===== config.mk =====
export PLATFORM = sky130hd
export DESIGN_NAME = checked_integer_alu
export DESIGN_NICKNAME = d
export VERILOG_FILES = /design/src/rtl/cia_pkg.sv /design/src/rtl/checked_integer_alu.sv /design/src/rtl/cia_front.sv /design/src/rtl/cia_queue.sv /design/src/rtl/cia_back.sv
export SDC_FILE = /design/constraint.sdc
export NUM_CORES = 2
export LEC_CHECK = 0
export BUFFER_PORTS_ARGS = -buffer_cell sky130_fd_sc_hd__buf_2
export CAP_MARGIN = 20
export CORE_ASPECT_RATIO = 1.75
export CORE_MARGIN = 5
export CORE_UTILIZATION = 45
export DETAILED_ROUTE_END_ITERATION = 16
export SYNTH_ARGS = -nofsm -noshare
export SYNTH_HDL_FRONTEND = slang
export SYNTH_SLANG_ARGS = --single-unit

===== constraint.sdc =====
create_clock -name clk -period 23.8 [get_ports clk]
set_input_delay 7.14 -clock clk [delete_from_list [all_inputs] [get_ports clk]]
set_output_delay 7.14 -clock clk [all_outputs]
set_load 0.01 [all_outputs]

===== src/rtl/cia_pkg.sv =====
// Package for the checked integer ALU: opcodes, status codes, transaction
// structs and the queue entry type. No dependencies.
`timescale 1ns / 1ps
`default_nettype none
package cia_pkg;

    typedef enum logic [3:0] {
        OP_ADD32  = 4'd0,
        OP_SUB32  = 4'd1,
        OP_MUL32  = 4'd2,
        OP_DIV32  = 4'd3,
        OP_MOD32  = 4'd4,
        OP_NEG32  = 4'd5,
        OP_ABS32  = 4'd6,
        OP_ADD64  = 4'd7,
        OP_SUB64  = 4'd8,
        OP_MUL64  = 4'd9,
        OP_DIV64  = 4'd10,
        OP_MOD64  = 4'd11,
        OP_NEG64  = 4'd12,
        OP_NARROW = 4'd13
    } op_t;

    typedef enum logic [1:0] {
        ST_OK   = 2'd0,
        ST_OVF  = 2'd1,
        ST_UNF  = 2'd2,
        ST_DIVZ = 2'd3
    } status_t;

    // Work class decided by the front end
    typedef enum logic [1:0] {
        K_SIMPLE = 2'd0,
        K_MUL    = 2'd1,
        K_DIV    = 2'd2
    } kind_t;

    typedef enum logic [1:0] {
        S_IDLE = 2'd0,
        S_MUL  = 2'd1,
        S_DIV  = 2'd2
    } back_state_t;

    localparam int MulSteps = 4;
    localparam int DivSteps = 64;

    typedef struct packed {
        logic [3:0]         op;
        logic signed [63:0] operand_a;
        logic signed [63:0] operand_b;
    } request_t;

    typedef struct packed {
        logic signed [63:0] value;
        logic [1:0]         status;
    } response_t;

    // One classified transaction waiting for the back end
    typedef struct packed {
        kind_t              kind;
        logic               wide;     // 64-bit multiply
        logic               is_mod;   // remainder wanted
        logic signed [63:0] a;        // effective operands
        logic signed [63:0] b;
        logic signed [63:0] value;    // finished result for simple ops
        logic [1:0]         status;
    } entry_t;

endpackage
`default_nettype wire


===== src/rtl/checked_integer_alu.sv =====
// Checked integer ALU top level: front end, two-entry queue, back end.
// Add/sub/neg/abs/narrow and trapped ops: one per cycle while the back end is idle.
// Multiply: serial 32x32 partial products; the back end takes no new transaction until it is done.
// Divide/modulo: one quotient bit a cycle; the back end likewise takes nothing new until it is done.
// Reset clears queue and sequencer; the receiver cannot stall, done pulses.
// Depends on cia_pkg, cia_front, cia_queue, cia_back.
`timescale 1ns / 1ps
`default_nettype none
module checked_integer_alu
    import cia_pkg::*;
(
    input  logic      clk,
    input  logic      rst_n,
    input  logic      start,
    output logic      busy,
    input  request_t  request,
    output logic      done,
    output response_t response
);

    entry_t front_ent, head;
    logic   q_full, q_valid, q_pop;

    // Classify the transaction and finish the simple ops up front
    cia_front u_front (
        .req (request),
        .ent (front_ent)
    );

    // Hold classified transactions while the back end is iterating
    cia_queue u_queue (
        .clk       (clk),
        .rst_n     (rst_n),
        .push      (start && !busy),
        .push_data (front_ent),
        .pop       (q_pop),
        .full      (q_full),
        .not_empty (q_valid),
        .head      (head)
    );

    // Accept a new transaction whenever the queue has room
    assign busy = q_full;

    // Execute in order: multiply and divide sequencers, result register
    cia_back u_back (
        .clk     (clk),
        .rst_n   (rst_n),
        .q_valid (q_valid),
        .q_head  (head),
        .q_pop   (q_pop),
        .done    (done),
        .result  (response)
    );

endmodule
`default_nettype wire


===== src/rtl/cia_front.sv =====
// Front end: decodes a request, finishes simple ops and flags traps.
// Depends on cia_pkg.
`timescale 1ns / 1ps
`default_nettype none
module cia_front
    import cia_pkg::*;
(
    input  request_t req,
    output entry_t   ent
);

    logic signed [63:0] a32, b32, a64, b64, sum32, dif32;
    logic        [64:0] sum64, dif64;
    logic               a32_min, a64_min, b32_zero, b64_zero, b32_m1, b64_m1;

    assign a64      = req.operand_a;
    assign b64      = req.operand_b;
    assign a32      = {{32{req.operand_a[31]}}, req.operand_a[31:0]};
    assign b32      = {{32{req.operand_b[31]}}, req.operand_b[31:0]};
    assign sum32    = a32 + b32;
    assign dif32    = a32 - b32;
    assign sum64    = {a64[63], a64} + {b64[63], b64};
    assign dif64    = {a64[63], a64} - {b64[63], b64};
    assign a32_min  = (req.operand_a[31:0] == 32'h8000_0000);
    assign a64_min  = (a64 == {1'b1, 63'd0});
    assign b32_zero = (req.operand_b[31:0] == 32'd0);
    assign b64_zero = (b64 == 64'd0);
    assign b32_m1   = (req.operand_b[31:0] == 32'hFFFF_FFFF);
    assign b64_m1   = (b64 == {64{1'b1}});

    function automatic logic [1:0] range32(input logic signed [63:0] r);
        if (r[63:31] == {33{1'b0}} || r[63:31] == {33{1'b1}})
            return ST_OK;
        return r[63] ? ST_UNF : ST_OVF;
    endfunction

    always_comb
    begin
        ent        = '0;
        ent.kind   = K_SIMPLE;
        ent.status = ST_OK;
        ent.a      = a32;
        ent.b      = b32;
        unique case (req.op)
            OP_ADD32:
            begin
                ent.status = range32(sum32);
                if (ent.status == ST_OK)
                    ent.value = sum32;
            end
            OP_SUB32:
            begin
                ent.status = range32(dif32);
                if (ent.status == ST_OK)
                    ent.value = dif32;
            end
            OP_MUL32:
                ent.kind = K_MUL;
            OP_MUL64:
            begin
                ent.kind = K_MUL;
                ent.wide = 1'b1;
                ent.a    = a64;
                ent.b    = b64;
            end
            OP_DIV32, OP_MOD32:
            begin
                ent.is_mod = (req.op == OP_MOD32);
                if (b32_zero)
                    ent.status = ST_DIVZ;
                else if (a32_min && b32_m1)
                    ent.status = ST_OVF;
                else
                    ent.kind = K_DIV;
            end
            OP_DIV64, OP_MOD64:
            begin
                ent.is_mod = (req.op == OP_MOD64);
                ent.a      = a64;
                ent.b      = b64;
                if (b64_zero)
                    ent.status = ST_DIVZ;
                else if (a64_min && b64_m1)
                    ent.status = ST_OVF;
                else
                    ent.kind = K_DIV;
            end
            OP_NEG32:
            begin
                if (a32_min)
                    ent.status = ST_OVF;
                else
                    ent.value = -a32;
            end
            OP_ABS32:
            begin
                if (a32_min)
                    ent.status = ST_OVF;
                else
                    ent.value = a32[63] ? -a32 : a32;
            end
            OP_ADD64:
            begin
                if (sum64[64:63] == 2'b01)
                    ent.status = ST_OVF;
                else if (sum64[64:63] == 2'b10)
                    ent.status = ST_UNF;
                else
                    ent.value = sum64[63:0];
            end
            OP_SUB64:
            begin
                if (dif64[64:63] == 2'b01)
                    ent.status = ST_OVF;
                else if (dif64[64:63] == 2'b10)
                    ent.status = ST_UNF;
                else
                    ent.value = dif64[63:0];
            end
            OP_NEG64:
            begin
                if (a64_min)
                    ent.status = ST_OVF;
                else
                    ent.value = -a64;
            end
            OP_NARROW:
            begin
                if (a64[63:31] == {33{1'b0}} || a64[63:31] == {33{1'b1}})
                    ent.value = a64;
                else
                    ent.status = ST_OVF;
            end
            default:
                ent.value = '0;
        endcase
    end

endmodule
`default_nettype wire


===== src/rtl/cia_queue.sv =====
// Two-entry queue between front and back end.
// Depends on cia_pkg.
`timescale 1ns / 1ps
`default_nettype none
module cia_queue
    import cia_pkg::*;
(
    input  logic   clk,
    input  logic   rst_n,
    input  logic   push,
    input  entry_t push_data,
    input  logic   pop,
    output logic   full,
    output logic   not_empty,
    output entry_t head
);

    entry_t     slot_reg [2];
    logic       wr_ptr_reg, rd_ptr_reg;
    logic [1:0] count_reg;

    assign full      = (count_reg == 2'd2);
    assign not_empty = (count_reg != 2'd0);
    assign head      = slot_reg[rd_ptr_reg];

    always_ff @(posedge clk)
    begin
        if (push)
            slot_reg[wr_ptr_reg] <= push_data;
    end

    always_ff @(posedge clk or negedge rst_n)
    begin
        if (!rst_n)
        begin
            wr_ptr_reg <= 1'b0;
            rd_ptr_reg <= 1'b0;
            count_reg  <= 2'd0;
        end
        else
        begin
            if (push)
                wr_ptr_reg <= ~wr_ptr_reg;
            if (pop)
                rd_ptr_reg <= ~rd_ptr_reg;
            count_reg <= count_reg + {1'b0, push} - {1'b0, pop};
        end
    end

endmodule
`default_nettype wire


===== src/rtl/cia_back.sv =====
// Back end: sequential 64x64 multiply (four 32x32 partial products) and
// radix-2 restoring divide; simple results pass straight to the output.
// Depends on cia_pkg.
`timescale 1ns / 1ps
`default_nettype none
module cia_back
    import cia_pkg::*;
(
    input  logic      clk,
    input  logic      rst_n,
    input  logic      q_valid,
    input  entry_t    q_head,
    output logic      q_pop,
    output logic      done,
    output response_t result
);

    back_state_t state_reg, state_next;
    logic [6:0]   cnt_reg, cnt_next;
    logic [63:0]  x_reg, x_next, y_reg, y_next;
    logic [63:0]  pp_reg, pp_next;
    logic [127:0] acc_reg, acc_next;
    logic [63:0]  rem_reg, rem_next;
    logic         neg_reg, neg_next, rneg_reg, rneg_next;
    logic         wide_reg, wide_next, mod_reg, mod_next;
    logic         done_reg, done_next;
    response_t    res_reg, res_next;

    logic [2:0]   prev_idx;
    logic [127:0] pp_shifted;
    logic [64:0]  trial;
    logic [63:0]  lo, qv, rv;
    logic         fits;

    assign done     = done_reg;
    assign result   = res_reg;
    assign prev_idx = cnt_reg[2:0] - 3'd1;

    always_comb
    begin
        case ({1'b0, prev_idx[1]} + {1'b0, prev_idx[0]})
            2'd0:    pp_shifted = {64'd0, pp_reg};
            2'd1:    pp_shifted = {32'd0, pp_reg, 32'd0};
            default: pp_shifted = {pp_reg, 64'd0};
        endcase
    end

    assign trial = {rem_reg, x_reg[63]} - {1'b0, y_reg};
    assign lo    = acc_reg[63:0];
    assign qv    = neg_reg ? -x_reg : x_reg;
    assign rv    = rneg_reg ? -rem_reg : rem_reg;

    always_comb
    begin
        if (wide_reg)
            fits = (acc_reg[127:64] == 64'd0) &&
                   (neg_reg ? (lo <= {1'b1, 63'd0}) : !lo[63]);
        else
            fits = (acc_reg[127:32] == 96'd0) &&
                   (neg_reg ? (lo[31:0] <= 32'h8000_0000) : !lo[31]);
    end

    always_comb
    begin
        state_next = state_reg;
        cnt_next   = cnt_reg;
        x_next     = x_reg;
        y_next     = y_reg;
        pp_next    = pp_reg;
        acc_next   = acc_reg;
        rem_next   = rem_reg;
        neg_next   = neg_reg;
        rneg_next  = rneg_reg;
        wide_next  = wide_reg;
        mod_next   = mod_reg;
        res_next   = res_reg;
        done_next  = 1'b0;
        q_pop      = 1'b0;
        unique case (state_reg)
            S_IDLE:
            begin
                if (q_valid)
                begin
                    q_pop     = 1'b1;
                    x_next    = q_head.a[63] ? -q_head.a : q_head.a;
                    y_next    = q_head.b[63] ? -q_head.b : q_head.b;
                    neg_next  = q_head.a[63] ^ q_head.b[63];
                    rneg_next = q_head.a[63];
                    wide_next = q_head.wide;
                    mod_next  = q_head.is_mod;
                    cnt_next  = '0;
                    acc_next  = '0;
                    rem_next  = '0;
                    case (q_head.kind)
                        K_MUL:   state_next = S_MUL;
                        K_DIV:   state_next = S_DIV;
                        default:
                        begin
                            res_next.value  = q_head.value;
                            res_next.status = q_head.status;
                            done_next       = 1'b1;
                        end
                    endcase
                end
            end
            S_MUL:
            begin
                // issue one partial product, accumulate the previous one
                pp_next = 64'((cnt_reg[1] ? x_reg[63:32] : x_reg[31:0]) *
                              (cnt_reg[0] ? y_reg[63:32] : y_reg[31:0]));
                if (cnt_reg != 7'd0)
                    acc_next = acc_reg + pp_shifted;
                cnt_next = cnt_reg + 7'd1;
                if (cnt_reg == 7'(MulSteps + 1))
                begin
                    res_next.value  = fits ? (neg_reg ? -lo : lo) : 64'd0;
                    res_next.status = fits ? ST_OK : ST_OVF;
                    done_next       = 1'b1;
                    state_next      = S_IDLE;
                end
            end
            S_DIV:
            begin
                if (cnt_reg == 7'(DivSteps))
                begin
                    res_next.value  = mod_reg ? rv : qv;
                    res_next.status = ST_OK;
                    done_next       = 1'b1;
                    state_next      = S_IDLE;
                end
                else
                begin
                    // shift in one dividend bit, keep difference if no borrow
                    if (!trial[64])
                        rem_next = trial[63:0];
                    else
                        rem_next = {rem_reg[62:0], x_reg[63]};
                    x_next   = {x_reg[62:0], ~trial[64]};
                    cnt_next = cnt_reg + 7'd1;
                end
            end
            default:
                state_next = S_IDLE;
        endcase
    end

    always_ff @(posedge clk or negedge rst_n)
    begin
        if (!rst_n)
        begin
            state_reg <= S_IDLE;
            done_reg  <= 1'b0;
        end
        else
        begin
            state_reg <= state_next;
            done_reg  <= done_next;
        end
    end

    always_ff @(posedge clk)
    begin
        cnt_reg  <= cnt_next;
        x_reg    <= x_next;
        y_reg    <= y_next;
        pp_reg   <= pp_next;
        acc_reg  <= acc_next;
        rem_reg  <= rem_next;
        neg_reg  <= neg_next;
        rneg_reg <= rneg_next;
        wide_reg <= wide_next;
        mod_reg  <= mod_next;
        res_reg  <= res_next;
    end

endmodule
`default_nettype wire

==> results.md <==
- Top library cells by usage in the layout, fill and taps aside: sky130_fd_sc_hd__inv_1 (1154), sky130_fd_sc_hd__nor2_1 (1152), sky130_fd_sc_hd__nand2_1 (1134)
- Cells taking the most area after synthesis: sky130_fd_sc_hd__edfxtp_1 (26%), sky130_fd_sc_hd__fa_1 (18%), sky130_fd_sc_hd__ha_1 (8.1%)
- Clock sink count: about 860
- Average footprint of a synthesized cell: 8.946 um^2
- Overall die area: 0.2309 mm^2
- Layout fillers: 21200
- Critical setup path kind: input pin to flop
- Share of post-route cells with drive strength above 1: 7.206%
- Routed wire length per instance: roughly 34 um
- Post-synthesis simple-gate area fraction: between 10% and 20%
- Kind of capture point of the worst setup path: flop
- Detailed-routing iteration count for the pre-antenna-repair pass: 8
- Die height: approximately 630 um
- Aggregate negative setup slack: 0 ns
- Share of synthesized area occupied by flip-flops and latches: 26.05%
- Post-Route Skew: about 0.12 ns
- Overall Global Routing Usage: 40.38%
- Share of the synthesized netlist area taken by xor and xnor gates: 5.204%
- FF+latch area: 0.02591 mm^2
- Number of buffers added by the clock tree synthesis step: 91
- Number of top-level design ports: 203
- Area fraction of the dominant cell type after synthesis: 25.87%
- Initial Util: 45.16%
- Main combinational cell family by area after synthesis: adder cells
- Number of synthesized register bits: approximately 860
- Detailed Route Iter0 Violations: 8138
- Min Clock Period, post-route: 13.20 ns
- Post-CTS setup buffer count: 0
- Critical Path Fanout Max: 21
- Layout Nets: 12710
- Distinct cell type count after synthesis: 111
- Clock slew at the register clock pins of the worst setup and hold paths: ~0.06 ns
- Number of buffers inserted by port buffering: approximately 200
- Worst-path cell with the longest stage delay: sky130_fd_sc_hd__o22ai_1
- CTS tree: yes
- Number of remaining DRC errors: 0
- Status: complete, no violations
- Share of synthesized cell area in full adder, half adder and majority cells: a little over a quarter
- Detailed-route via count: 88610
- Commonest non-fill, non-tap cell in the layout: sky130_fd_sc_hd__inv_1
- Largest net degree at the start of global routing: roughly 140
- Count of hold buffers inserted by post-cts repair: 0
- Placed wire-length estimate after detailed placement: 383200 um
- Fraction of the mapped netlist area in compound gates: 16.05%
- Hold WC Path Type: flop to flop
- Root buffer selected by CTS: sky130_fd_sc_hd__clkbuf_16
- Mapped cell area: 0.09946 mm^2
- Multiplexer share of the synthesized area: 3.265%
- Post-synth EDFFs: roughly 860
- GP Congestion: around 1.1
- Largest stage delay on the critical path: 0.93 ns
- Finish-stage setup viols: 0
- Critical path buffer and inverter count: 3
- Slew Viols, Final: 0
- Fmax: approximately 0.076 GHz
- Standard-cell row count: 228
- Worst Max-Slew Pin Slew: 1.418 ns
- Post-synth top area cell: sky130_fd_sc_hd__edfxtp_1
- Area of the placeable core: 0.2202 mm^2
- Count of yosys warnings during synthesis: 0
- Clock latency reported for the late side of the worst-skew pair: 0.79 ns
- Antenna violations before repair: 44
- RSZ-0062 raised after global routing: no
- Delay-heaviest family, CP: simple AND/OR/NAND/NOR gates
- Growth of design area from synthesis to finish: 7.492%
- Flip-flop cell with the highest count after synthesis: sky130_fd_sc_hd__edfxtp_1
- Proportion of register bits with asynchronous set or reset after synthesis: less than 1%
- Via count of the first global-routing pass: 91080
- X dimension of the die: 365.4 um
- Via-per-instance ratio: around 6.3
- Total gr overflow: 0
- R2R setup slack: around 12 ns
- Total count of hold-check failures in the final report: 0
- Multi-input logic area: 0.06722 mm^2
- Max-slew headroom: 4.763%
- Period utilization: 55.48%
- MaxCap Viol Count: 0
- Maximum number of buffers from clock root to sink: 3
- Number of nets with antenna violations after routing: 0
- Final wirelength: 474300 um
- Count of mapped cells out of synthesis: 11120
- Nature of the critical path startpoint: input pin
- Arrival time reported for the critical path endpoint: 13.72 ns
- Number of gates given a new drive strength after cts: 0
- Sequence of cells on the critical path: buf_2, ha_1, or2_2, nor3_1, nand4_1, or2_2, o22ai_1, a21oi_1, a311o_1, nand3_1, buf_4, nand2_1, buf_4, a221o_1, a22o_1
- Global-route wire length before repair: about 660000 um
- CTS H-tree depth: 3
- Worst path required time: 24.32 ns
- Largest register FFs: 396
- Net count after synthesis: 12790
==> kinds of logic (layout without fill, tap and decap cells) <==
family | Yosys count | count (layout)
AND/OR/NAND/NOR | 3545 | 3545
XOR/XNOR | 591 | 591
flip-flops | 864 | 864
buffers and inverters | 1746 | 1745
AO/OA/AOI/OAI | 2513 | 2513
adder cells (fa/ha/maj) | 1540 | 1540
other | 0 | 30
multiplexers | 318 | 318
==> path summary, 6_finish.rpt <==
check	startpoint	end	cells past startpoint
max	request[110]	u_queue.slot_reg[0][16]	15
min reg2reg	u_queue.slot_reg[1][194]	u_back.mod_reg	1
max reg2reg	u_back.cnt_reg[1]	u_back.pp_reg[61]	32
max in group asynchronous	rst_n	u_queue.rd_ptr_reg	1
min in group asynchronous	rst_n	u_queue.count_reg[0]	1
min	u_queue.slot_reg[1][194]	u_back.mod_reg	1
==> per-stage QoR <==
step / utilization [%] / hold WS, ns / cells / worst slack [ns] / area (um^2)
2_1_floorplan: - / 0.4608 / 11120 / 7.598 / 99460
3_3_place_gp: 47.05 / 0.5278 / 13810 / 10.08 / 103600
3_5_place_dp: 47.07 / 0.5323 / 13820 / 10.00 / 103700
4_1_cts: 48.48 / 0.5485 / 13990 / 10.82 / 106800
5_1_grt: 48.51 / 0.5672 / 14000 / 10.83 / 106800
6_report: 48.54 / 0.5487 / 14020 / 10.60 / 106900
==> layout make-up <==
class	count	area share [%]
diodes	30	0.07022
inverters	1161	4.077
clock inverters	67	0.7361
clock buffers	103	2.172
well taps	2875	3.365
flip-flops and latches	864	24.24
repair buffers	414	2.468
multi-input cells	8507	62.87
==> worst reg2reg max path: cells and delay by family (launching register included) <==
family,cells,cell delay [ns]
adders and majority gates,9,4.40
AOI/OAI and AO/OA,7,2.19
buffers and inverters,9,2.11
and+or+nand+nor,6,1.73
DFF,1,0.62
xor gates and xnor gates,1,0.36
==> cells in the mapped netlist, types with 148 or more instances <==
| master | number |
|---|---|
| sky130_fd_sc_hd__xnor2_1 | 326 |
| sky130_fd_sc_hd__fa_1 | 900 |
| sky130_fd_sc_hd__mux2i_1 | 267 |
| sky130_fd_sc_hd__o21ai_0 | 630 |
| sky130_fd_sc_hd__xor2_1 | 265 |
| sky130_fd_sc_hd__nand4_1 | 148 |
| sky130_fd_sc_hd__nor2_1 | 1159 |
| sky130_fd_sc_hd__clkbuf_1 | 492 |
| sky130_fd_sc_hd__ha_1 | 640 |
| sky130_fd_sc_hd__nand2_1 | 1134 |
| sky130_fd_sc_hd__and2_1 | 217 |
| sky130_fd_sc_hd__a21o_1 | 207 |
| sky130_fd_sc_hd__nor3_1 | 174 |
| sky130_fd_sc_hd__edfxtp_1 | 857 |
| sky130_fd_sc_hd__a21oi_1 | 673 |
| sky130_fd_sc_hd__inv_1 | 1156 |
==> layer usage <==
| layer | global-route usage [%] | part of all wire (%) | vias to the layer above |
|---|---|---|---|
| met2 | 69.73 | 49 | 4408 |
| met4 | 43.09 | 14 | 14 |
| met1 | 38.11 | 31 | 44030 |
| met3 | 8.126 | 6.6 | 1874 |
| met5 | 0 | 0.021 | - |
| li1 | - | - | 38280 |
Power is left out: the tool's default activity adds up to more than one toggle a clock period on the data nets, which glitch-free logic cannot reach.
